### config.mk
export PLATFORM = sky130hd
export DESIGN_NAME = dvrt_regs
export DESIGN_NICKNAME = d
export VERILOG_FILES = /design/src/rtl/distance_vector_route_table_core_defines.svh /design/src/rtl/dvrt_pkg.sv /design/src/rtl/dvrt_regs.sv
export SDC_FILE = /design/constraint.sdc
export NUM_CORES = 1
export LEC_CHECK = 0
export ABC_AREA = 0
export BUFFER_PORTS_ARGS = -buffer_cell sky130_fd_sc_hd__buf_4
export CORE_MARGIN = 2
export CORE_UTILIZATION = 40
export CTS_CLUSTER_DIAMETER = 40
export DETAILED_ROUTE_END_ITERATION = 12
export PLACE_DENSITY = 0.72
export SLEW_MARGIN = 20
export SYNTH_ARGS = -nofsm -noshare
export SYNTH_HDL_FRONTEND = slang
export SYNTH_SLANG_ARGS = --single-unit
export TNS_END_PERCENT = 50
### constraint.sdc
create_clock -name clk -period 1 [get_ports clk]
set_clock_uncertainty 0.05 [all_clocks]
set_input_delay 0.1 -clock clk [delete_from_list [all_inputs] [get_ports clk]]
set_output_delay 0.1 -clock clk [all_outputs]
set_load 0.02 [all_outputs]
### src/rtl/distance_vector_route_table_core_defines.svh
// assertion macros for the route table rtl
// expects clk and rst_n in the scope of each use
`ifndef DISTANCE_VECTOR_ROUTE_TABLE_CORE_DEFINES_SVH
`define DISTANCE_VECTOR_ROUTE_TABLE_CORE_DEFINES_SVH
`ifndef SYNTHESIS
`define DVRT_ASSERT_IMP(lbl, ante, cons, msg) \
  lbl: assert property (@(posedge clk) disable iff (!rst_n) (ante) |-> (cons)) \
    else $error(msg);
`define DVRT_ASSERT_NEXT(lbl, ante, cons, msg) \
  lbl: assert property (@(posedge clk) disable iff (!rst_n) (ante) |=> (cons)) \
    else $error(msg);
`else
`define DVRT_ASSERT_IMP(lbl, ante, cons, msg)
`define DVRT_ASSERT_NEXT(lbl, ante, cons, msg)
`endif
`endif

### src/rtl/dvrt_pkg.sv
// types and codes shared by the route table rtl
// no dependencies
`timescale 1ns / 1ps
package dvrt_pkg;

  localparam int CFG_AW = 5;
  localparam int CFG_DW = 64;

  localparam logic [1:0] REG_OWN_KEY     = 2'd0;
  localparam logic [1:0] REG_OWN_ADDRESS = 2'd1;
  localparam logic [1:0] REG_OWN_PORT    = 2'd2;

  localparam logic [1:0] KIND_ADVERT = 2'd0;
  localparam logic [1:0] KIND_SWEEP  = 2'd1;
  localparam logic [1:0] KIND_LOOKUP = 2'd2;

  localparam logic [2:0] STAT_INSERTED  = 3'd0;
  localparam logic [2:0] STAT_UPDATED   = 3'd1;
  localparam logic [2:0] STAT_REFRESHED = 3'd2;
  localparam logic [2:0] STAT_FULL      = 3'd3;
  localparam logic [2:0] STAT_HIT       = 3'd4;
  localparam logic [2:0] STAT_MISS      = 3'd5;
  localparam logic [2:0] STAT_SWEPT     = 3'd6;

  localparam logic [7:0] HOPS_MAX = 8'd255;

  typedef struct packed {
    logic [1:0]  kind;
    logic [63:0] dest_key;
    logic [31:0] via_address;
    logic [15:0] via_port;
    logic [7:0]  advert_hops;
  } in_item_t;

  typedef struct packed {
    logic [2:0]  status;
    logic [6:0]  slot;
    logic [31:0] hop_address;
    logic [15:0] hop_port;
    logic [7:0]  hops;
    logic [7:0]  removed_count;
  } out_item_t;

  typedef struct packed {
    logic [63:0] own_key;
    logic [31:0] own_address;
    logic [15:0] own_port;
  } own_cfg_t;

  typedef struct packed {
    logic        valid;
    logic        refreshed;
    logic [63:0] key;
    logic [31:0] hop_address;
    logic [15:0] hop_port;
    logic [7:0]  hops;
  } entry_t;

  // advertised count plus one, held at the maximum
  function automatic logic [7:0] sat_inc(input logic [7:0] h);
    return (h == HOPS_MAX) ? HOPS_MAX : h + 8'd1;
  endfunction

endpackage

### src/rtl/dvrt_regs.sv
// configuration registers of the route table: own key, address and port
// depends on dvrt_pkg
`timescale 1ns / 1ps
module dvrt_regs (
  input  logic                        clk,
  input  logic                        rst_n,
  input  logic                        psel,
  input  logic                        penable,
  input  logic                        pwrite,
  input  logic [dvrt_pkg::CFG_AW-1:0] paddr,
  input  logic [dvrt_pkg::CFG_DW-1:0] pwdata,
  output logic [dvrt_pkg::CFG_DW-1:0] prdata,
  output logic                        pready,
  output dvrt_pkg::own_cfg_t          own_cfg
);
  import dvrt_pkg::*;

  logic [63:0] own_key_r;
  logic [31:0] own_address_r;
  logic [15:0] own_port_r;
  logic [1:0]  reg_idx;
  logic        wr_en;

  assign reg_idx = paddr[4:3];
  assign wr_en   = psel && penable && pwrite;
  assign pready  = 1'b1;

  always_ff @(posedge clk) begin
    if (!rst_n) begin
      own_key_r     <= '0;
      own_address_r <= '0;
      own_port_r    <= '0;
    end else if (wr_en) begin
      unique case (reg_idx)
        REG_OWN_KEY:     own_key_r     <= pwdata;
        REG_OWN_ADDRESS: own_address_r <= pwdata[31:0];
        REG_OWN_PORT:    own_port_r    <= pwdata[15:0];
        default: ;
      endcase
    end
  end

  always_comb begin
    unique case (reg_idx)
      REG_OWN_KEY:     prdata = own_key_r;
      REG_OWN_ADDRESS: prdata = {32'd0, own_address_r};
      REG_OWN_PORT:    prdata = {48'd0, own_port_r};
      default:         prdata = '0;
    endcase
  end

  assign own_cfg.own_key     = own_key_r;
  assign own_cfg.own_address = own_address_r;
  assign own_cfg.own_port    = own_port_r;

endmodule

==> results.sh, run 1 <==
export IMPL_status="finished with violations"
export IMPL_violations="negative setup slack"
export IMPL_synth_cells=566
export IMPL_crit_start="own_address_r[13]$_SDFFE_PN0P_"
export IMPL_hpwl_um=11660
export IMPL_finalPower_mw=9.400
export IMPL_final_cell_mix="buf_6, nand2_1, mux2i_1, buf_4, dfxtp_2"
export IMPL_layout_commonest_cell="buf_6"
export IMPL_r2r_setup_slack_ns=0.12
export IMPL_dr_pass1_iters=4
export IMPL_wl_per_cell_um=17.02
export IMPL_cts_clk_slew_worst_paths_ns=0.07
export IMPL_drc=0
export IMPL_hold_violations=0
export IMPL_p_sw_share_pct=23.94
export IMPL_holdWs_ns=0.001261
export IMPL_path_cells="mux2i_1 -> o21ai_2 -> buf_6"
export IMPL_finalWeightedCongestion=0.8047
export IMPL_tritoncts="done"
export IMPL_io_buffers=246
export IMPL_grt_pass1_vias=5686
export IMPL_design_core_area_um2=12670
export IMPL_crit_path_end="prdata[13]"
export IMPL_fmax_mhz=807.9
export IMPL_start_util_pct=41.11
export IMPL_htree_levels=3
export IMPL_combPwrFrac_pct=14.3
export IMPL_via_per_inst=4.919
export IMPL_row_count=41
export IMPL_critPathLaunchType="register"
export IMPL_final_period_utilization_pct=123.8
export IMPL_antenna_found_initial=0
export IMPL_wirelength_um=18850
export IMPL_ys_seq_elements=112
export IMPL_die_x_um=118.1
export IMPL_reg2reg_depth=4
export IMPL_finalInstanceArea_um2=9689
export IMPL_area_growth_pct=86.02
export IMPL_syn_num_nets=640
export IMPL_wl_met3_um=1136
export IMPL_clock_latency_ns=0.34
export IMPL_gr_total_overflow=0
export IMPL_intPower_mw=7.149
export IMPL_fin_nets=1005
export IMPL_drive_gt1_share_pct=55.98
export IMPL_worst_setup_path_type="register to primary output"
export IMPL_grt_setup_unrepaired="true"
export IMPL_postSynthAreaPerCell_um2=9.203
export IMPL_ys_warn_count=0
export IMPL_switchingPower_mw=2.251
export IMPL_grt_use_total_pct=25.20
export IMPL_required_ns=0.85
export IMPL_post_route_util_pct=76.47
export IMPL_ant_nets=0
export IMPL_wl_met2_um=9973
export IMPL_drtIter0Drc=267
export IMPL_max_vdd_ir_drop_mv=0.6626
export IMPL_clockPowerShare_pct=37.3
export IMPL_fin_ws_ns=-0.2377
export IMPL_slew_violations=0
export IMPL_die_area_um2=13950
export IMPL_fp_dieH_um=118.1
export IMPL_end_kind="primary output"
export IMPL_hold_depth=3
export IMPL_setup_violations=125
export IMPL_crit_path_top_delay_cell="dfxtp_2"
export IMPL_drt_met1_wl_um=7415
export IMPL_placedInstanceArea_um2=7427
export IMPL_grt_pass1_wl_um=28620
export IMPL_routed_top_layer="met4"
export IMPL_clock_sink_count=112
export IMPL_r2r_start="own_address_r[28]$_SDFFE_PN0P_"
export IMPL_r2r_end="own_address_r[28]$_SDFFE_PN0P_"
export IMPL_final_setup_tns_ns=-13.87
export IMPL_diodes=0
export IMPL_root_buffer="clkbuf_16"
export IMPL_powerDensity_nw_per_um2=970.2
export IMPL_cts_buffers=9
export IMPL_clockBufferDepth=2
export IMPL_ys_seq_area_share_pct=43.05
export IMPL_vias=5450
export IMPL_layout_min_cycle_time_ns=1.238
export IMPL_ios=251
export IMPL_max_stage_delay_ns=0.32
export IMPL_arrival_ns=1.09
export IMPL_power_frac_seq_pct=48.4
export IMPL_cap_violations=0
export IMPL_p_leak_nw=4.184
export IMPL_hold_class="primary input to register"
export IMPL_synth_cell_types=17
export IMPL_grt_start_max_net_pins=62
export IMPL_syn_area_um2=5209
export IMPL_worst_path_max_fanout=2
## area by class of cell
type	count	area [µm²]
Multi-Input combinational cell	407	2714
Sequential cell	112	2415
Clock inverter	3	42.54
Timing Repair Buffer	401	4063
Clock buffer	13	240.2
Fill cell	793	2982
Tap cell	172	215.2
## worst min-delay path by stage
stage                          start                             end
after floorplan           pwdata[32]      own_key_r[32]$_SDFFE_PN0P_
after global placement    pwdata[50]      own_key_r[50]$_SDFFE_PN0P_
after detailed placement  pwdata[46]      own_key_r[46]$_SDFFE_PN0P_
after CTS                 pwdata[31]      own_key_r[31]$_SDFFE_PN0P_
after global routing      pwdata[31]  own_address_r[31]$_SDFFE_PN0P_
final                     pwdata[31]      own_key_r[31]$_SDFFE_PN0P_
## per-stage QoR
stage | instances | setup WS (ns)
floorplan | 566 | -0.02820
global placement | 983 | -0.2264
detailed placement | 983 | -0.3019
CTS | 1091 | -0.2368
global route | 1108 | -0.2793
finish | 1108 | -0.2377
## cell families after synthesis
kind of cell           Yosys count  share of synthesized area [%]
flip-flops                     112                          43.05
multiplexers                   144                          27.67
other                            1                        0.07199
buffers and inverters           47                          7.663
AND/OR/NAND/NOR                246                          20.01
AO/OA/AOI/OAI                   16                          1.537
## registers in the layout, summed over array words and instances (netlist names)
signal	flops
own_key_r	64
own_address_r	32
own_port_r	16
## worst max-delay path, delay by kind of cell, from the launching register on
family          cells  cell delay (ns)
compound gates      1             0.09
flops               1             0.32
mux                 1             0.20
buf+inv             1             0.14
## power by group through the flow
stage / clock [mW] / sequential, mW / combinational [mW]
after floorplan: 0 / 4.73 / 0.487
after global placement: 0 / 4.66 / 1.02
after detailed placement: 0 / 4.67 / 1.04
after CTS: 3.55 / 4.57 / 1.29
after global routing: 3.80 / 4.55 / 1.42
final: 3.51 / 4.55 / 1.34
## routing by layer
| metal | global-route usage [%] | up-vias |
|---|---|---|
| met3 | 4.167 | 27 |
| met2 | 46.32 | 234 |
| li1 | - | 2584 |
| met4 | 9.187 | 0 |
| met1 | 29.14 | 2605 |
| met5 | 0 | - |
## repair_timing
action	4_1_cts	5_1_grt
setup buffers	45	25
pin swaps	15	17
gates resized for setup	294	74
endpoints found under the setup margin	171	172
hold buffers	47	0
hold endpoints to repair	57	0
## synth_stat cells, drive strengths merged
master	n	area share [%]
nor2b	1	0.12
and2	32	3.8
nor3	1	0.31
dfxtp	112	43
nor3b	2	0.48
buf	37	6.9
mux2i	144	28
o21ai	16	1.5
nand3	1	0.19
nand2	192	14
conb	1	0.072
nor2	17	1.2
clkbuf	10	0.72
Power figures use the tool's default switching activity.
==> run 2, diff against run 1 <==
--- a/config.mk
+++ b/config.mk
@@ -8,10 +8,10 @@
 export ABC_AREA = 0
 export BUFFER_PORTS_ARGS = -buffer_cell sky130_fd_sc_hd__buf_4
 export CORE_MARGIN = 2
-export CORE_UTILIZATION = 40
+export CORE_UTILIZATION = 42
 export CTS_CLUSTER_DIAMETER = 40
 export DETAILED_ROUTE_END_ITERATION = 12
-export PLACE_DENSITY = 0.72
+export PLACE_DENSITY = 0.75
 export SLEW_MARGIN = 20
 export SYNTH_ARGS = -nofsm -noshare
 export SYNTH_HDL_FRONTEND = slang
==> run 2 against run 1 <==
  * Non-clock buffer count rose by 11
  * The run still ends with negative setup slack left
  * Largest cell class unchanged
  * Die area down 4.6%
  * Maximum frequency fell by 6.9%
==> results.sh, run 2 (synthesis results as in run 1) <==
export IMPL_finalWeightedCongestion=0.8087
export IMPL_die_area_um2=13310
export IMPL_cts_buffers=9
export IMPL_hpwl_um=11250
export IMPL_drive_gt1_share_pct=59.56
export IMPL_drtIter0Drc=297
export IMPL_gr_total_overflow=0
export IMPL_cap_violations=0
export IMPL_hold_depth=3
export IMPL_max_vdd_ir_drop_mv=0.8942
export IMPL_arrival_ns=1.18
export IMPL_setup_violations=139
export IMPL_wirelength_um=20120
export IMPL_hold_class="primary input to register"
export IMPL_final_cells=1116
export IMPL_via_per_inst=4.966
export IMPL_end_kind="primary output"
export IMPL_htree_levels=3
export IMPL_holdWs_ns=0.02504
export IMPL_num_fill_cells=652
export IMPL_drc=0
export IMPL_io_buffers=246
export IMPL_wl_per_cell_um=18.02
export IMPL_start_util_pct=43.18
export IMPL_post_route_util_pct=82.30
export IMPL_grt_setup_unrepaired="true"
export IMPL_final_period_utilization_pct=133.0
export IMPL_violations="negative setup slack"
export IMPL_placedInstanceArea_um2=7377
export IMPL_antenna_found_initial=1
export IMPL_clock_sink_count=112
export IMPL_powerDensity_nw_per_um2=952.7
export IMPL_ant_nets=0
export IMPL_dr_pass1_iters=4
export IMPL_layout_min_cycle_time_ns=1.330
export IMPL_critPathLaunchType="register"
export IMPL_layout_commonest_cell="buf_6"
export IMPL_clock_latency_ns=0.34
export IMPL_placedCellCount=973
export IMPL_finalInstanceArea_um2=9927
export IMPL_tritoncts="done"
export IMPL_min_to="own_address_r[2]$_SDFFE_PN0P_"
export IMPL_ios=251
export IMPL_fmax_mhz=752.1
export IMPL_status="finished with violations"
export IMPL_min_from="pwdata[2]"
export IMPL_hold_violations=0
export IMPL_grt_pass1_wl_um=27830
export IMPL_fin_nets=1016
export IMPL_grt_pass1_vias=5688
export IMPL_largest_reg_flops=64
export IMPL_reg2reg_depth=6
export IMPL_slew_violations=0
export IMPL_design_core_area_um2=12060
export IMPL_root_buffer="clkbuf_16"
export IMPL_fp_dieH_um=115.4
export IMPL_grt_start_max_net_pins=46
export IMPL_final_cell_mix="buf_6, nand2_1, mux2i_1, buf_4, dfxtp_2"
export IMPL_die_x_um=115.4
export IMPL_p_leak_nw=4.302
export IMPL_fin_ws_ns=-0.3297
export IMPL_r2r_start="own_address_r[10]$_SDFFE_PN0P_"
export IMPL_final_setup_tns_ns=-15.61
export IMPL_worst_setup_path_type="register to primary output"
export IMPL_area_growth_pct=90.58
export IMPL_r2r_end="own_address_r[10]$_SDFFE_PN0P_"
export IMPL_worst_path_max_fanout=3
export IMPL_required_ns=0.85
export IMPL_vias=5542
export IMPL_clockBufferDepth=2
export IMPL_cts_clk_slew_worst_paths_ns=0.07
export IMPL_row_count=40
export IMPL_grt_use_total_pct=26.75
export IMPL_reg_top3="own_key_r (64), own_address_r (32), own_port_r (16)"
export IMPL_regMostFlops="own_key_r"
export IMPL_r2r_setup_slack_ns=-0.05
[run 2: changes by cell type in the layout (fill, tap and decap cells not counted), moves of 2 or more]
cell      change
clkbuf_8      +2
clkinv_4      +2
buf_4        -12
clkbuf_1      -4
mux2i_1       +2
buf_6        +24
mux2i_2       -2
and2_1       -23
and2_4       +23
[run 2: power by group]
part | leakage (nW) | internal, mW | switching [mW]
combinational | 3.20 | 0.725 | 0.660
sequential | 0.964 | 4.49 | 0.0546
clock | 0.142 | 1.84 | 1.68
[run 2: critical path, cell delays in order (launching register included)]
cell and delay [ns]:
dfxtp_2 0.34, mux2i_2 0.25, o21ai_2 0.11, buf_6 0.14
[run 2: timing repair]
item	4_1_cts	5_1_grt
gates resized for setup	287	132
pin swaps	16	9
buffers inserted	49	39
cloned	0	1
hold buffers	46	0
setup endpoints to repair	176	167
endpoints found under the hold margin	59	0
[run 2: final cells by class]
type                    instances  area [µm²]  share of cell area [%]
repair buffers                412        4233                   42.64
multi-input cells             407        2778                   27.98
flip-flops and latches        112        2412                   24.30
clock buffers                  11       252.7                   2.546
well taps                     168       210.2                   2.117
clock inverters                 5       38.79                  0.3907
diodes                          1       2.502                 0.02521
[run 2: through the flow]
stage | power [mW] | setup WS [ns]
floorplan | 5.214 | -0.02820
global placement | 5.668 | -0.2356
detailed placement | 5.691 | -0.2844
finish | 9.457 | -0.3297
CTS | 9.386 | -0.2968
global route | 9.783 | -0.3432
[run 2: layer usage]
| layer | vias to the layer above | wire length [µm] | GRT usage [%] |
|---|---|---|---|
| li1 | 2597 | - | - |
| met1 | 2657 | 7614 | 29.49 |
| met2 | 246 | 10540 | 49.94 |
| met3 | 42 | 1386 | 5.219 |
| met4 | 0 | 575 | 10.84 |
| met5 | - | 0 | 0 |
[run 2: how the worst max path moves through the flow]
stage / start / endpoint / slack (ns) / depth (start not counted)
finish: own_key_r[9]$_SDFFE_PN0P_ / prdata[9] / -0.33 / 3
global route: own_address_r[10]$_SDFFE_PN0P_ / prdata[10] / -0.34 / 3
CTS: own_address_r[10]$_SDFFE_PN0P_ / prdata[10] / -0.30 / 3
detailed placement: pwrite / own_key_r[11]$_SDFFE_PN0P_ / -0.28 / 5
global placement: pwrite / own_key_r[15]$_SDFFE_PN0P_ / -0.24 / 5
floorplan: own_address_r[10]$_SDFFE_PN0P_ / prdata[10] / -0.03 / 2
==> run 3, diff against run 2 <==
--- a/config.mk
+++ b/config.mk
@@ -12,6 +12,7 @@
 export CTS_CLUSTER_DIAMETER = 40
 export DETAILED_ROUTE_END_ITERATION = 12
 export PLACE_DENSITY = 0.75
+export RECOVER_POWER = 25
 export SLEW_MARGIN = 20
 export SYNTH_ARGS = -nofsm -noshare
 export SYNTH_HDL_FRONTEND = slang
==> run 3 against run 2 <==
  * The run still ends with negative setup slack left
  * Core utilization down 0.26 points
  * Maximum frequency about the same
  * Design area down 0.32%
  * Global-route usage unchanged
  * Critical path depth unchanged
  * Routed wire length unchanged
  * Die area unchanged
  * Setup slack about the same
  * Highest routed layer unchanged
==> results.sh, run 3 (synthesis results as in run 1) <==
export IMPL_status="finished with violations"
export IMPL_violations="negative setup slack"
export IMPL_setup_violations=180
export IMPL_grt_use_total_pct=26.75
export IMPL_layout_min_cycle_time_ns=1.330
export IMPL_placedInstanceArea_um2=7377
export IMPL_placedCellCount=973
export IMPL_hold_depth=3
export IMPL_largest_reg_flops=64
export IMPL_ios=251
export IMPL_r2r_setup_slack_ns=-0.06
export IMPL_fin_nets=1016
export IMPL_routed_top_layer="met4"
export IMPL_post_route_util_pct=82.04
export IMPL_final_setup_tns_ns=-16.90
export IMPL_num_fill_cells=654
export IMPL_clock_latency_ns=0.34
export IMPL_worst_path_max_fanout=3
export IMPL_end_kind="primary output"
export IMPL_finalWeightedCongestion=0.8087
export IMPL_arrival_ns=1.18
export IMPL_fin_ws_ns=-0.3298
export IMPL_wirelength_um=20120
export IMPL_htree_levels=3
export IMPL_required_ns=0.85
export IMPL_critPathLaunchType="register"
export IMPL_ant_nets=0
export IMPL_fp_dieH_um=115.4
export IMPL_regMostFlops="own_key_r"
export IMPL_final_cells=1116
export IMPL_area_growth_pct=89.98
export IMPL_p_leak_nw=4.289
export IMPL_grt_setup_unrepaired="true"
export IMPL_via_per_inst=4.966
export IMPL_slew_violations=0
export IMPL_drc=0
export IMPL_grt_pass1_wl_um=27830
export IMPL_clockBufferDepth=2
export IMPL_grt_start_max_net_pins=46
export IMPL_gr_total_overflow=0
export IMPL_final_cell_mix="buf_6, nand2_1, mux2i_1, buf_4, dfxtp_2"
export IMPL_cts_buffers=9
export IMPL_die_x_um=115.4
export IMPL_root_buffer="clkbuf_16"
export IMPL_powerDensity_nw_per_um2=955.1
export IMPL_die_area_um2=13310
export IMPL_max_vdd_ir_drop_mv=0.8941
export IMPL_design_core_area_um2=12060
export IMPL_hold_class="primary input to register"
export IMPL_finalInstanceArea_um2=9896
export IMPL_drive_gt1_share_pct=59.35
export IMPL_start_util_pct=43.18
export IMPL_tritoncts="done"
export IMPL_dr_pass1_iters=4
export IMPL_grt_pass1_vias=5688
export IMPL_hpwl_um=11250
export IMPL_clock_sink_count=112
export IMPL_layout_commonest_cell="buf_6"
export IMPL_min_to="own_address_r[2]$_SDFFE_PN0P_"
export IMPL_drtIter0Drc=292
export IMPL_worst_setup_path_type="register to primary output"
export IMPL_reg2reg_depth=6
export IMPL_holdWs_ns=0.02504
export IMPL_wl_met2_um=10540
export IMPL_cap_violations=0
export IMPL_r2r_end="own_address_r[10]$_SDFFE_PN0P_"
export IMPL_cts_clk_slew_worst_paths_ns=0.07
export IMPL_io_buffers=246
export IMPL_r2r_start="own_address_r[10]$_SDFFE_PN0P_"
export IMPL_dp_slack_ns=-0.2844
export IMPL_finalPower_mw=9.451
export IMPL_min_from="pwdata[2]"
export IMPL_hold_violations=0
export IMPL_wl_met3_um=1386
export IMPL_antenna_found_initial=1
export IMPL_reg_top3="own_key_r (64), own_address_r (32), own_port_r (16)"
export IMPL_drt_met1_wl_um=7615
export IMPL_row_count=40
export IMPL_final_period_utilization_pct=133.0
export IMPL_vias=5542
export IMPL_fmax_mhz=752.0
export IMPL_wl_per_cell_um=18.02
[run 3: area by class of cell]
cell class	instances	area [µm²]	area share (%)
Timing Repair Buffer	412	4202	42.46
Multi-Input combinational cell	407	2778	28.07
Sequential cell	112	2412	24.38
Clock buffer	11	252.7	2.554
Tap cell	168	210.2	2.124
Clock inverter	5	38.79	0.3920
Antenna cell	1	2.502	0.02529
[run 3: metal layers]
| layer | up-vias | global-route usage (%) |
|---|---|---|
| met5 | - | 0 |
| met4 | 0 | 10.84 |
| met3 | 42 | 5.219 |
| met2 | 246 | 49.94 |
| met1 | 2657 | 29.49 |
| li1 | 2597 | - |
[run 3: critical path: stages, from the launching register on]
cell and delay (ns):
dfxtp_2 0.34, mux2i_2 0.25, o21ai_2 0.11, buf_6 0.14
[run 3: worst max path at each step]
stage                              startpoint                    endpoint  slack [ns]  depth (start not counted)
2_1_floorplan  own_address_r[10]$_SDFFE_PN0P_                  prdata[10]       -0.03                          2
3_3_place_gp                           pwrite  own_key_r[15]$_SDFFE_PN0P_       -0.24                          5
3_5_place_dp                           pwrite  own_key_r[11]$_SDFFE_PN0P_       -0.28                          5
4_1_cts        own_address_r[10]$_SDFFE_PN0P_                  prdata[10]       -0.30                          3
5_1_grt        own_address_r[10]$_SDFFE_PN0P_                  prdata[10]       -0.34                          3
6_report            own_key_r[9]$_SDFFE_PN0P_                   prdata[9]       -0.33                          3
[run 3: where the power goes]
part / internal, mW / switching, mW / total, mW
sequential: 4.49 / 0.0546 / 4.55
combinational: 0.720 / 0.659 / 1.38
clock: 1.84 / 1.68 / 3.52
[run 3: repair_timing]
| item | 4_1_cts | 5_1_grt |
|---|---|---|
| endpoints found under the setup margin | 176 | 167 |
| pin swaps | 16 | 9 |
| hold endpoints to repair | 59 | 0 |
| resized for setup | 287 | 132 |
| hold buffers | 46 | 0 |
| buffers inserted | 49 | 39 |
| cloned | 0 | 1 |
